### src/design/sdcr_pkg.sv
// shared constants, types and helpers for the sum/difference coverage reach block
package sdcr_pkg;

  // defaults for the top-level parameters
  localparam int MAX_ELEMENTS_DEF = 16;
  localparam int VALUE_BITS_DEF   = 12;

  // coverage map row organisation: one row is read or cleared per cycle
  localparam int ROW_BITS  = 16;
  localparam int ROW_SEL_W = 4;

  // width of the reported reach
  localparam int REACH_W = 13;

  // per-transaction control flags passed from front to back
  typedef struct packed {
    logic keep;  // element goes into the store
    logic last;  // element closes the set
    logic ovf;   // an element of this set has been dropped so far
  } item_flags_t;

  localparam int FLAGS_W = $bits(item_flags_t);

  // back-end sequencer states
  typedef enum logic [2:0] {
    ST_INIT,
    ST_IDLE,
    ST_MARK_SELF,
    ST_MARK_SUM,
    ST_MARK_DIFF,
    ST_SCAN,
    ST_SCAN_END,
    ST_RESULT
  } back_state_t;

  // index of the lowest clear bit in a map row
  function automatic logic [ROW_SEL_W-1:0] first_zero(input logic [ROW_BITS-1:0] d);
    logic [ROW_SEL_W-1:0] idx;
    idx = '0;
    for (int i = ROW_BITS - 1; i >= 0; i--) begin
      if (!d[i]) begin
        idx = ROW_SEL_W'(i);
      end
    end
    return idx;
  endfunction

endpackage

### src/design/sdcr_front.sv
// front end: accepts elements, assigns store slots and tracks overflow
module sdcr_front #(
  parameter int MAX_ELEMENTS = sdcr_pkg::MAX_ELEMENTS_DEF,
  parameter int VALUE_BITS   = sdcr_pkg::VALUE_BITS_DEF,
  parameter int SLOT_W       = $clog2(MAX_ELEMENTS)
) (
  input  logic                  clk,
  input  logic                  rst,
  input  logic [VALUE_BITS-1:0] value,
  input  logic                  last,
  input  logic                  item_valid,
  output logic                  item_ready,
  input  logic                  init_busy,
  output logic                  push_valid,
  input  logic                  push_ready,
  output logic [VALUE_BITS-1:0] push_value,
  output logic [SLOT_W-1:0]     push_slot,
  output sdcr_pkg::item_flags_t push_flags
);

  localparam int CNT_W = $clog2(MAX_ELEMENTS + 1);

  logic [CNT_W-1:0] count;
  logic             ovf_seen;
  logic             keep;
  logic             accept;

  // classify the incoming element
  assign keep       = (count < CNT_W'(MAX_ELEMENTS));
  assign item_ready = push_ready && !init_busy;
  assign accept     = item_valid && item_ready;

  assign push_valid      = item_valid && !init_busy;
  assign push_value      = value;
  assign push_slot       = count[SLOT_W-1:0];
  assign push_flags.keep = keep;
  assign push_flags.last = last;
  assign push_flags.ovf  = ovf_seen || !keep;

  // element count and overflow tracking per set
  always_ff @(posedge clk) begin
    if (rst) begin
      count    <= '0;
      ovf_seen <= 1'b0;
    end else if (accept) begin
      if (last) begin
        count    <= '0;
        ovf_seen <= 1'b0;
      end else begin
        count    <= count + CNT_W'(keep);
        ovf_seen <= ovf_seen || !keep;
      end
    end
  end

endmodule

### config.mk
export PLATFORM = sky130hd
export DESIGN_NAME = sdcr_front
export DESIGN_NICKNAME = d
export VERILOG_FILES = /design/src/design/sdcr_pkg.sv /design/src/design/sdcr_front.sv
export SDC_FILE = /design/constraint.sdc
export NUM_CORES = 1
export LEC_CHECK = 0
export BUFFER_PORTS_ARGS = -buffer_cell sky130_fd_sc_hd__buf_2
export CAP_MARGIN = 30
export CORE_AREA = 5 5 42 44
export DETAILED_ROUTE_END_ITERATION = 16
export DIE_AREA = 0 0 47 49
export PLACE_DENSITY = 0.76
export SLEW_MARGIN = 20
export SYNTH_ARGS = -nofsm -noshare
export SYNTH_HDL_FRONTEND = slang
export SYNTH_SLANG_ARGS = --single-unit
### constraint.sdc
create_clock -name clk -period 1.8 [get_ports clk]
set_input_delay 0.54 -clock clk [delete_from_list [all_inputs] [get_ports clk]]
set_output_delay 0.54 -clock clk [all_outputs]
set_load 0.02 [all_outputs]
After elaboration in Yosys (flattened, before gate mapping)
Index checks and enable logic that the tools add are counted.
{"block": "op_classes", "addsub": 1, "n_mul": 0, "n_div": 0, "order_cmp": 1, "eq_ne": 0, "n_shift": 0, "mux": 2, "bitwise_logic": 0, "reduce_logical": 6}
{"cell": "5-bit by 1-bit adder with 5-bit output", "n": 1}
{"cell": "5-bit less-than comparator, second input constant", "n": 1}
{"cell": "5-bit two-way mux", "n": 1}
{"cell": "1-bit logical AND", "n": 3}
{"cell": "1-bit zero test", "n": 2}
{"cell": "1-bit logical OR", "n": 1}
{"cell": "1-bit two-way mux", "n": 1}
{"block": "word_totals", "reg_bits": 6, "latchBits": 0, "mem_bits_rw": 0, "mem_bits_ro": 0, "input_bits": 18, "output_inout_bits": 21, "word_cells": 12, "mem_count": 0}

Depth between registers and ports, before layout
{"block": "logic_depth", "depth_word": 4, "ltp_mapped": 6}

Worst setup path before layout
No wires, ideal clock.
{"block": "synth_path", "path_kind": "input to output", "start": "input port item_valid", "end": "output port push_valid", "t_arrival_ps": 930, "required_time_ps": 1260, "setup_slack_ps": 330, "cell_stages": 1, "n_path_buf": 0, "path_cell_list": "nor2b_1"}
{"block": "synth_between", "elab_chain_len": 1}
{"item": "from (decl)", "line": "sdcr_front.sv:11", "source": "input logic item_valid,"}
{"item": "1-bit logical AND", "line": "sdcr_front.sv:33", "source": "assign push_valid = item_valid && !init_busy;"}
{"item": "to (decl)", "line": "sdcr_front.sv:14", "source": "output logic push_valid,"}
No other way between the ends.

Worst setup path after layout
Ends and elaborated chain as after synthesis.

==> metrics.txt <==
run status finished, final reports clean; 1st-iter DRT viols 1; clk_skew 0.00147 ns; proportion of layout cells with a drive suffix above 1 0.396; slew at the pin closest to its max-slew limit 0.205 ns; portion of total power attributed to combinational logic 0.107; kind of end point of the critical path output pin; endpoint required time on the critical path 1.26 ns; Fmax achieved 641 MHz; Compound-Gate Fraction of Synth Area 0.0836; final sum of negative setup slack 0 ns; count of flip-flops with a built-in enable after synthesis 0; # diodes 0; Sink Count 6; Worst Hold Slack 0.473 ns; post-synth net total 69; clk_lat worst skew 0.25 ns; Leakage Power 0.193 nW; cell with the most instances after synthesis sky130_fd_sc_hd__buf_4; initial antenna violation count 0; net switching component of the power 0.0693 mW; number of gates given a new drive strength after cts 0; count of input and output buffers 14; fraction of synthesized area in multiplexers 0.0478; number of global-route vias before repair 277; residual DRC count 0; synthesized area 419 um^2; HPWL after detailed placement 576 um; clock period minus final worst setup slack 1.56 ns; clock buffer count from CTS 3; wire length of the first global-routing pass 1.18 mm; number of cell rows 14; Routed wire per std cell 11.3 um; worst path setup slack after routing 0.239 ns; number of filler cells placed in the layout 159; RSZ-0062 raised after global routing no; number of pins exceeding their max-slew limit in the final report 0; Crit Reg-Reg Startpoint count[4]$_SDFFE_PP0P_; final cycle utilization of the critical path 0.867; Critical Path Most Common Cell sky130_fd_sc_hd__buf_2; first drt pass iteration count 4; cell with the largest stage delay on the worst path sky130_fd_sc_hd__buf_2; Chip Height 49 um; worst IR drop on VDD 0.336 mV; fraction of post-synthesis cell area in the top cell type by area 0.322; buffers and inverters on the worst path 2; category of the most critical setup path in2out; data arrival time of the critical path 1.02 ns; fraction of registers with async set or reset after synthesis 0; cell types occupying the most area after synthesis sky130_fd_sc_hd__buf_4, sky130_fd_sc_hd__dfxtp_1, sky130_fd_sc_hd__ha_1; largest family of logic cells by synthesized area buffers and inverters; core area 1400 um^2; internal power 0.224 mW; Clock H-tree levels 1; die outline area 2300 um^2; number of violations of the max-capacitance limit 0; cells traversed along the worst timing path buf_2 -> nor2b_1 -> buf_2; largest area contributor in the netlist sky130_fd_sc_hd__buf_4; clock transition at the registers of the reported paths 0.04 ns; total via count in the routed design 293; biggest fanout along the worst timing path 3; Root Buffer sky130_fd_sc_hd__clkbuf_4; post-synthesis instance total 49; Setup Buffers After CTS 0; largest net degree at the start of global routing 7; launching element type of the critical path primary input; Starting Density 0.299; clock network fraction of total power 0.429; proportion of total power due to net switching 0.237; post-synthesis to final-layout area growth -5.37%; Final ANT Viol Nets 0; wire length reported by the detailed router 726 um; sequential-to-total area share from yosys stat 0.287; maximum clock path buffer count 2; adder-cell share of the synthesized area 0.0597; drt via density 4.58; hold crit path type reg2reg; gate family responsible for the most delay along the worst path buffers and inverters; width of the chip 47 um; final count of hold timing violations 0; slew margin rel. 0.863; relative contribution of sequential cells to total power 0.464; CTS Hold Buffers Added 0; first element of the critical path item_valid; TritonCTS clock tree yes; Final Wtd Congestion 0.680; Post-layout nets 70; number of warnings issued by yosys 0; distinct cell type count of the synthesized netlist 18; total gr overflow 0; I/O pin count 39; dominant synthesized flop cell sky130_fd_sc_hd__dfxtp_1; # setup viols final 0; fraction of synthesized cell area in xor and xnor cells 0.0209; number of synthesized register bits 6; PD cells 739 nW/um^2; share of synthesized cell area in and, or, nand and nor gates 0.170; start point of the worst min-delay path ovf_seen$_SDFFE_PP0P_; total track usage 0.0748; maximum cell stage delay along the critical path 0.20 ns; mean area per synthesized cell 8.55 um^2; worst setup slack after placement 0.235 ns; top cells by instance count after synthesis sky130_fd_sc_hd__buf_4, sky130_fd_sc_hd__dfxtp_1, sky130_fd_sc_hd__nor2_1
==> placed cells by master (no fill, tap or decap) <==
master,Yosys,routed
sky130_fd_sc_hd__a21oi_1,2,2
sky130_fd_sc_hd__a31o_2,1,1
sky130_fd_sc_hd__a31oi_1,1,1
sky130_fd_sc_hd__buf_2,0,14
sky130_fd_sc_hd__clkbuf_4,0,3
sky130_fd_sc_hd__dfxtp_1,6,6
sky130_fd_sc_hd__ha_1,2,2
sky130_fd_sc_hd__inv_1,1,1
sky130_fd_sc_hd__mux2i_1,2,2
sky130_fd_sc_hd__nand2_1,1,1
sky130_fd_sc_hd__nand3_1,1,1
sky130_fd_sc_hd__nand3b_1,1,1
sky130_fd_sc_hd__nand4b_1,1,1
sky130_fd_sc_hd__nor2_1,4,4
sky130_fd_sc_hd__nor2b_1,2,2
sky130_fd_sc_hd__o21ai_0,2,2
sky130_fd_sc_hd__or2_2,1,1
sky130_fd_sc_hd__or3_1,2,2
sky130_fd_sc_hd__xor2_1,1,1
==> kinds of logic (layout without fill, tap and decap cells) <==
logic type	count (synthesis)	in the layout
XOR/XNOR	1	1
adder cells (fa/ha/maj)	2	2
AND/OR/NAND/NOR	13	13
multiplexers	2	2
flip-flops	6	6
AO/OA/AOI/OAI	6	6
buffers and inverters	19	18
==> power groups by stage <==
| stage | Sequential [mW] | Clock (mW) | Combinational, mW |
|---|---|---|---|
| 2_1_floorplan | 0.138 | 0 | 0.0602 |
| 3_3_place_gp | 0.138 | 0 | 0.0314 |
| 3_5_place_dp | 0.138 | 0 | 0.0319 |
| 4_1_cts | 0.136 | 0.131 | 0.0319 |
| 5_1_grt | 0.136 | 0.137 | 0.0352 |
| 6_report | 0.136 | 0.126 | 0.0315 |
==> per-layer routing <==
layer  GRT usage  wire [um]
met5           0          0
met4      0.0645          8
met3      0.0627        117
met2      0.0950        333
met1      0.0728        266
==> worst paths after layout <==
path,end,slack (ns),depth (start not counted)
worst max-delay path,push_valid,0.24,3
worst min-delay path,ovf_seen$_SDFFE_PP0P_,0.47,2
worst max register to register,count[4]$_SDFFE_PP0P_,0.35,6
worst min register to register,ovf_seen$_SDFFE_PP0P_,0.47,2
==> worst min-delay path: stages, from the launching register on <==
cell and delay (ns):
sky130_fd_sc_hd__dfxtp_1 0.32, sky130_fd_sc_hd__a31oi_1 0.04, sky130_fd_sc_hd__nor2_1 0.07
==> state kept, by name, indices dropped and copies added, names as in the netlist <==
| name | count |
|---|---|
| ovf_seen | 1 |
| count | 5 |
==> final cells by class <==
class / instances / area [um^2] / area share
multi-input cells: 24 / 160 / 0.404
flip-flops and latches: 6 / 120 / 0.303
well taps: 16 / 20.0 / 0.0505
repair buffers: 14 / 70.1 / 0.177
clock buffers: 3 / 22.5 / 0.0568
inverters: 1 / 3.75 / 0.00946
==> through the flow <==
step | total power [mW] | util | instances | area (um^2)
finish | 0.293 | 0.283 | 64 | 397
global route | 0.308 | 0.283 | 64 | 397
CTS | 0.299 | 0.283 | 64 | 397
detailed placement | 0.170 | 0.267 | 61 | 374
global placement | 0.170 | 0.267 | 61 | 374
floorplan | 0.198 | - | 49 | 419
(Power assumes the default switching activity.)
