## src/design/sdcr_queue.sv

```systemverilog
// two-entry queue decoupling the front end from the back end
module sdcr_queue #(
  parameter int W = 8
) (
  input  logic         clk,
  input  logic         rst,
  input  logic         wr_valid,
  output logic         wr_ready,
  input  logic [W-1:0] wr_data,
  output logic         rd_valid,
  input  logic         rd_ready,
  output logic [W-1:0] rd_data
);

  logic [W-1:0] entries [2];
  logic         wr_ptr;
  logic         rd_ptr;
  logic [1:0]   fill;
  logic         do_wr;
  logic         do_rd;

  assign wr_ready = (fill != 2'd2);
  assign rd_valid = (fill != 2'd0);
  assign rd_data  = entries[rd_ptr];
  assign do_wr    = wr_valid && wr_ready;
  assign do_rd    = rd_valid && rd_ready;

  // storage
  always_ff @(posedge clk) begin
    if (do_wr) begin
      entries[wr_ptr] <= wr_data;
    end
  end

  // pointers and fill level
  always_ff @(posedge clk) begin
    if (rst) begin
      wr_ptr <= 1'b0;
      rd_ptr <= 1'b0;
      fill   <= 2'd0;
    end else begin
      if (do_wr) begin
        wr_ptr <= !wr_ptr;
      end
      if (do_rd) begin
        rd_ptr <= !rd_ptr;
      end
      fill <= fill + 2'(do_wr) - 2'(do_rd);
    end
  end

endmodule

```

## config.mk

```make
export PLATFORM = sky130hd
export DESIGN_NAME = sdcr_queue
export DESIGN_NICKNAME = d
export VERILOG_FILES = /design/src/design/sdcr_queue.sv
export SDC_FILE = /design/constraint.sdc
export NUM_CORES = 1
export LEC_CHECK = 0
export ABC_CLOCK_PERIOD_IN_PS = 1500
export BUFFER_PORTS_ARGS = -buffer_cell sky130_fd_sc_hd__buf_2
export CAP_MARGIN = 20
export CORE_MARGIN = 4
export CORE_UTILIZATION = 49
export CTS_BUF_LIST = sky130_fd_sc_hd__clkbuf_4 sky130_fd_sc_hd__clkbuf_8 sky130_fd_sc_hd__clkbuf_16
export DETAILED_ROUTE_END_ITERATION = 8
export PLACE_DENSITY_LB_ADDON = 0.1
export SYNTH_ARGS = -nofsm -noshare
export SYNTH_HDL_FRONTEND = slang
export SYNTH_SLANG_ARGS = --single-unit
```

## constraint.sdc

```tcl
create_clock -name clk -period 1.5 [get_ports clk]
set_input_delay 0.3 -clock clk [delete_from_list [all_inputs] [get_ports clk]]
set_output_delay 0.3 -clock clk [all_outputs]
set_load 0.01 [all_outputs]
```

Yosys cells after proc, flatten, opt, wreduce, memory -nomap -nowiden
Memories as Yosys holds them, arrays and structs flattened. A register that Yosys moved wholly into a read port is not among the register bits.
Index checks and enable logic that the tools add are counted.

cells by class
  $add $sub $neg = 2
  eq/ne operators = 1
  mux-type cells = 4
  reduce and logical (&&, ||, !) cells = 5

operators with widths
  operator                              number
  two-way mux 1 bit                     4
  adder 2 x 1 -> 2 bit                  1
  logical AND 1 bit                     2
  logical NOT 1 bit                     2
  != test 2 bit, second input constant  1
  nonzero test 2 bit                    1
  subtractor 2 x 1 -> 2 bit             1

word-level totals
  flip-flop bits (word level) = 4
  RAM bits = 16
  input port bits = 12
  output and inout bits = 10
  word-level logic and storage cells = 16
  memories kept = 1

memories
  name     depth  bits a word  read ports  clocked after Yosys merged registers in  write ports  RTL line  RTL
  entries  2      8            1           1                                        1            15        logic [W-1:0] entries [2];

Longest topological paths before layout
Gate-level depths: netlist of the first run.

  depth after elaboration = 4
  mapped depth = 6
  depth with buffers taken out = 6

Worst setup path before layout of the first run
Ideal clock, no wire load.

  path type = reg-to-reg
  start = register fill[1]
  end = register fill[1]
  library setup time = 124 ps
  arrival time = 1,204 ps
  required time = 1,376 ps
  path slack = 172 ps
  stages on the path, launching flop included = 7
  path buffers = 0
  period minus slack after synthesis = 1,328 ps
  path through = dfxtp_1 > and2b_1 > o21ba_2 > nor2_1 > ha_1 > nor4_1 > nor3_1

on the way
  longest elaborated chain between the ends = 4
  elaborated cells between the ends (all ways) = 6
  those cells by class = add/sub (2); eq/ne (1); reduce/logical (3)

ends and longest elaborated chain
  item                         RTL line  RTL
  start, declared              18        logic [1:0] fill;
  start signal, assigned       48        fill <= fill + 2'(do_wr) - 2'(do_rd);
  != test 2 bit                22        assign wr_ready = (fill != 2'd2);
  logical AND 1 bit            25        assign do_wr = wr_valid && wr_ready;
  adder 2 x 1 -> 2 bit         48
  subtractor 2 x 1 -> 2 bit *  48

Every way passes the cells marked *; elsewhere a longest branch is shown, timed or not.
A chain may end at the register's enable or synchronous reset.

==> results of run 1 <==
-- cells in the mapped netlist (2+ instances only) --
library cell,instances
o21ai_0,2
mux2_2,8
nor2_1,4
and3_1,2
dfxtp_1,5
edfxtp_1,16
-- through the flow --
stage               instance area, sq um  hold slack [ns]  util, %
global placement                     972            0.487     62.4
floorplan                            832            0.369        -
CTS                                 1010            0.164     64.9
global route                        1090            0.158     70.0
finish                              1090            0.175     70.0
detailed placement                   972            0.494     62.4
-- routing by layer --
layer	wire length, um	track usage [%]	vias up
met5	0	0	-
met4	0	5.69	0
met3	62	3.06	0
met2	733	21.2	13
met1	625	14.1	232
li1	-	-	254
-- power by group through the flow --
stage / logic [mW] / registers, mW / clock network, mW
final: 0.462 / 0.795 / 0.273
after global routing: 0.501 / 0.808 / 0.308
after CTS: 0.371 / 0.780 / 0.285
after detailed placement: 0.361 / 0.788 / 0
after global placement: 0.352 / 0.783 / 0
after floorplan: 0.255 / 0.751 / 0
-- final cells by class --
class	count	area (sq um)
Clock buffer	3	22.5
Tap cell	16	20.0
Sequential cell	21	589
Fill cell	115	468
Multi-Input combinational cell	31	273
Clock inverter	1	7.51
Inverter	1	3.75
Timing Repair Buffer	22	175
-- critical path: stages, from the launching register on --
cell,delay [ns]
dfxtp_4,0.45
mux2_4,0.32
buf_6,0.12
-- cell families after synthesis --
| family | after synthesis |
|---|---|
| mux | 8 |
| fa+ha+maj | 1 |
| buf+inv | 2 |
| compound gates | 6 |
| simple gates | 15 |
| xor+xnor | 1 |
| flops | 21 |
-- cells in the final DEF (no fill, tap or decap), types with 2 or more instances in the layout --
cell	netlist	routed
and3_1	2	2
buf_2	1	13
buf_6	0	8
clkbuf_4	0	3
dfxtp_1	5	2
dfxtp_4	0	2
edfxtp_1	16	16
mux2_4	0	8
nor2_1	4	4
o21ai_0	2	2
-- worst min path at each step --
stage,startpoint,end,slack (ns)
after floorplan,rst,wr_ptr,0.37
after global routing,wr_data[3],entries[0][3],0.16
after global placement,rd_ptr,rd_ptr,0.49
final,wr_data[6],entries[1][6],0.18
after CTS,wr_data[6],entries[0][6],0.16
after detailed placement,wr_data[6],entries[0][6],0.49
-- sequential cells by signal, indices dropped and copies added, names as in the netlist, named ones only --
signal,flops
entries,16
fill,2
rd_ptr,1
wr_ptr,1
==> out/qor.yml, run 1 <==
worst_setup_path:
  rr_startpoint: "fill[1]"
  reg2reg_setup_slack_ns: 0.08
  rr_worst_depth: 6
  rr_endpoint: "fill[1]"
  start_kind: "flip-flop"
  crit_end: "rd_data[7]"
  arrival_ns: 1.20
  end_kind: "output port"
  required_ns: 1.20
  critPathMaxFanout: 8
  criticalPathCategory: "reg2out"
synth:
  synthXorXnorAreaFrac_pct: 1.05
  ys_warn_count: 0
  synth_area_sq_um: 832
  synthSimpleGateAreaFrac_pct: 10.5
  syn_inst: 54
  syn_nets: 67
  ys.flop_type: "edfxtp_1"
  synthMuxAreaShare_pct: 10.8
  synth_seq_cells: 21
  synth-compound-area-share_pct: 5.26
  synth_top_family_by_area: "multiplexers"
  ys_async_sr_fraction_pct: 0
  synth_edf_count: 16
  synth_top_cell_area_share_pct: 57.7
  ys_types: 23
  yosysTopAreaCell: "edfxtp_1"
  avgSynthCellArea_sq_um: 15.4
  synth-seq-area-share_pct: 69.8
  synthTopCellsByArea: "edfxtp_1, dfxtp_1, mux2_2"
  synthAdderAreaFrac_pct: 1.50
grt:
  grt_use_total_pct: 12.3
  antenna_found_initial: 0
  grt_max_degree: 14
  grt_pass1_wl_um: 2240
  grt_pass1_vias: 522
  grt_overflow: 0
floorplan:
  initial_core_util_pct: 53.4
  placeableCoreArea_sq_mm: 0.00156
  pin_count: 22
  die_h_um: 49.2
  dieArea_sq_mm: 0.00242
  die_x_um: 49.2
  row_count: 14
routing:
  drt_first_pass_iters: 3
  drt-initial-drc-count: 2
  vias_per_cell: 5.25
  wl_um: 1420
  drc_errors: 0
  ant_nets: 0
  detail_route.wl_per_cell_um: 15.0
  vias: 499
clock_tree:
  cts_root_buffer: "clkbuf_4"
  clk_pin_slew_ns: 0.12
  cts_sinks: 21
  cts_buffers: 3
  cts_tree: "yes"
  hold_buffers: 0
  post_cts_buffers: 0
  cts_buffer_depth: 2
  cts_resized: 3
  clk-insertion-delay-late_ns: 0.30
  cts_max_level: 1
pwr:
  clkPwrFrac_pct: 17.8
  p_leak_nw: 0.445
  p_sw_mw: 0.422
  internal-power_mw: 1.11
  p_total_mw: 1.53
  comb_power_share_pct: 30.2
  vdd.ir_drop.worst_mv: 0.729
  swShare_pct: 27.6
  p_seq_share_pct: 52.0
  p_per_area_mw_per_mm2: 1400
sta:
  setup_viol: 0
  worst_pin_slew_ns: 0.376
  slew_violations: 0
  slew_headroom_pct: 74.6
  skew_ns: 0.00579
  worst_slack_ns: 0.000574
  period_share_pct: 100
  grt_setup_unrepaired: "yes"
  fmaxAchievable_mhz: 667
  min_period_ns: 1.50
  finalSetupTns_ns: 0
  hold_viol_final: 0
cells_and_area:
  drive_gt1_share_pct: 50.6
  finalNonFillerCells: 95
  fin_nets: 93
  syn_to_final_growth_pct: 31.1
  n_antenna_cell: 0
run:
  drv_cap: 0
place:
  place.gp.congestion: 0.647
  dp.cells: 91
  dp_slack_ns: -0.0303
  place.port_buffers: 21
  dp_hpwl_um: 1030
status:
  status: "completed"
hold_path:
  hold_path_class: "in2reg"
  worstHoldPathCells: 1
Note: power is estimated with default switching activity, not from simulation.
==> inputs of run 2 (changes only) <==
- CORE_MARGIN: 4 -> not set
- PLACE_DENSITY: not set -> 0.75
- PLACE_DENSITY_LB_ADDON: 0.1 -> not set
==> out/qor.yml, run 2 (same netlist as run 1, synthesis figures left out) <==
status:
  status: "complete, but fails checks"
  violations: "setup timing"
clock_tree:
  clk-insertion-delay-late_ns: 0.29  # about the same
  post_cts_buffers: 0  # unchanged
  cts_buffers: 3  # unchanged
  cts_root_buffer: "clkbuf_4"
  cts_tree: "yes"
  hold_buffers: 0  # unchanged
  cts_buffer_depth: 2  # unchanged
  cts_max_level: 1  # unchanged
  clk_pin_slew_ns: 0.11  # about the same
  cts_sinks: 21  # unchanged
grt:
  grt_overflow: 0  # unchanged
  grt_use_total_pct: 15.6  # +3.3 points
  grt_pass1_vias: 518  # -0.77%
  grt_max_degree: 13  # -1
  antenna_found_initial: 0  # unchanged
  grt_pass1_wl_um: 2060  # -7.7%
sta:
  period_share_pct: 100  # +0.15 points
  worst_pin_slew_ns: 0.383  # +0.00696 ns
  grt_setup_unrepaired: "yes"
  setup_viol: 1  # +1
  whs_ns: 0.184  # +0.00912 ns
  worst_slack_ns: -0.00164  # -0.00221 ns
  slew_headroom_pct: 74.1  # -0.47 points
  skew_ns: 0.00132  # -0.00448 ns
  min_period_ns: 1.50  # +0.00221 ns
  fmaxAchievable_mhz: 666  # -0.15%
  hold_viol_final: 0  # unchanged
  slew_violations: 0  # unchanged
routing:
  drt_first_pass_iters: 4  # +1
  detail_route.wl_per_cell_um: 14.6  # -2.3%
  drt-initial-drc-count: 11  # +9
  vias_per_cell: 5.56  # +5.9%
  wl_um: 1400  # -1.3%
  ant_nets: 0  # unchanged
  vias: 534  # +7.0%
  drc_errors: 0  # unchanged
worst_setup_path:
  criticalPathCategory: "reg2out"
  arrival_ns: 1.20  # about the same
  critPathMaxFanout: 8  # unchanged
  required_ns: 1.20  # about the same
  reg2reg_setup_slack_ns: 0.11  # +0.03 ns
  end_kind: "output port"
  rr_worst_depth: 6  # unchanged
  start_kind: "flip-flop"
floorplan:
  die_x_um: 43.2  # -12%
  placeableCoreArea_sq_mm: 0.00154  # -1.1%
  die_h_um: 43.2  # -12%
  row_count: 14  # unchanged
  pin_count: 22  # unchanged
  initial_core_util_pct: 54.0  # +0.61 points
  dieArea_sq_mm: 0.00187  # -23%
cells_and_area:
  final_common_cell: "edfxtp_1"
  most-common-layout-cells: "edfxtp_1, buf_2, mux2_4, buf_6, nor2_1"
  drive_gt1_share_pct: 50.0  # -0.63 points
  reg_top3: "entries x16, fill x2"
  fin_nets: 94  # +1.1%
  n_antenna_cell: 0  # unchanged
  largest_register_ffs: 16  # unchanged
  syn_to_final_growth_pct: 29.8
  largest_register: "entries"
  finalNonFillerCells: 96  # +1.1%
place:
  dp_hpwl_um: 946  # -7.8%
  dp.cells: 92  # +1.1%
  place.gp.congestion: 0.689  # +6.4%
  place.port_buffers: 21  # unchanged
  dp_slack_ns: -0.0102  # +0.0201 ns
run:
  drv_cap: 0  # unchanged
hold_path:
  hold_path_class: "in2reg"
  worstHoldPathCells: 1  # unchanged
pwr:
  p_total_mw: 1.51  # -1.6%
  p_per_area_mw_per_mm2: 1390  # -0.61%
  vdd.ir_drop.worst_mv: 0.801  # +9.8%
  p_leak_nw: 0.450  # +1.2%
run 2: repair_timing:
action / in CTS / in global routing
endpoints found under the setup margin: 8 / 9
cloned: 0 / 0
gates resized for setup: 2 / 17
endpoints found under the hold margin: 0 / 0
run 2: cell type report:
class / instances / area (sq um)
flip-flops and latches: 21 / 586
fillers: 121 / 462
multi-input cells: 31 / 273
repair buffers: 23 / 170
clock buffers: 3 / 22.5
well taps: 16 / 20.0
clock inverters: 1 / 5.00
inverters: 1 / 3.75
run 2: worst max-delay path, stage by stage (launching register included):
cell and delay [ns]:
dfxtp_4 0.46, mux2_4 0.33, buf_6 0.12
run 2: worst paths after layout:
kind,endpoint,startpoint
worst min-delay path,entries[1][3],wr_data[3]
worst max-delay path,rd_data[3],flip-flop
worst min register to register,flip-flop,rd_ptr
worst max register to register,fill[1],fill[1]
run 2: through the flow:
stage          instance area [sq um]  util, %  TNS [ns]
2_1_floorplan                    832        -         0
3_3_place_gp                     967     62.7         0
3_5_place_dp                     967     62.7   -0.0102
4_1_cts                          998     64.8    -0.104
5_1_grt                         1080     70.0    -0.363
6_report                        1080     70.0  -0.00164
run 2: report_power, final:
group	switching [mW]	internal [mW]	leakage [nW]	total (mW)
Combinational	0.172	0.280	0.240	0.452
Sequential	0.0729	0.717	0.192	0.790
Clock	0.164	0.0992	0.0177	0.263
run 2: routing by layer:
layer	share of wire [%]	vias to the layer above	GRT usage [%]
met2	55	16	26.9
met4	0.64	0	9.09
met5	0	-	0
met3	3.8	2	2.98
met1	41	262	17.7
li1	-	254	-
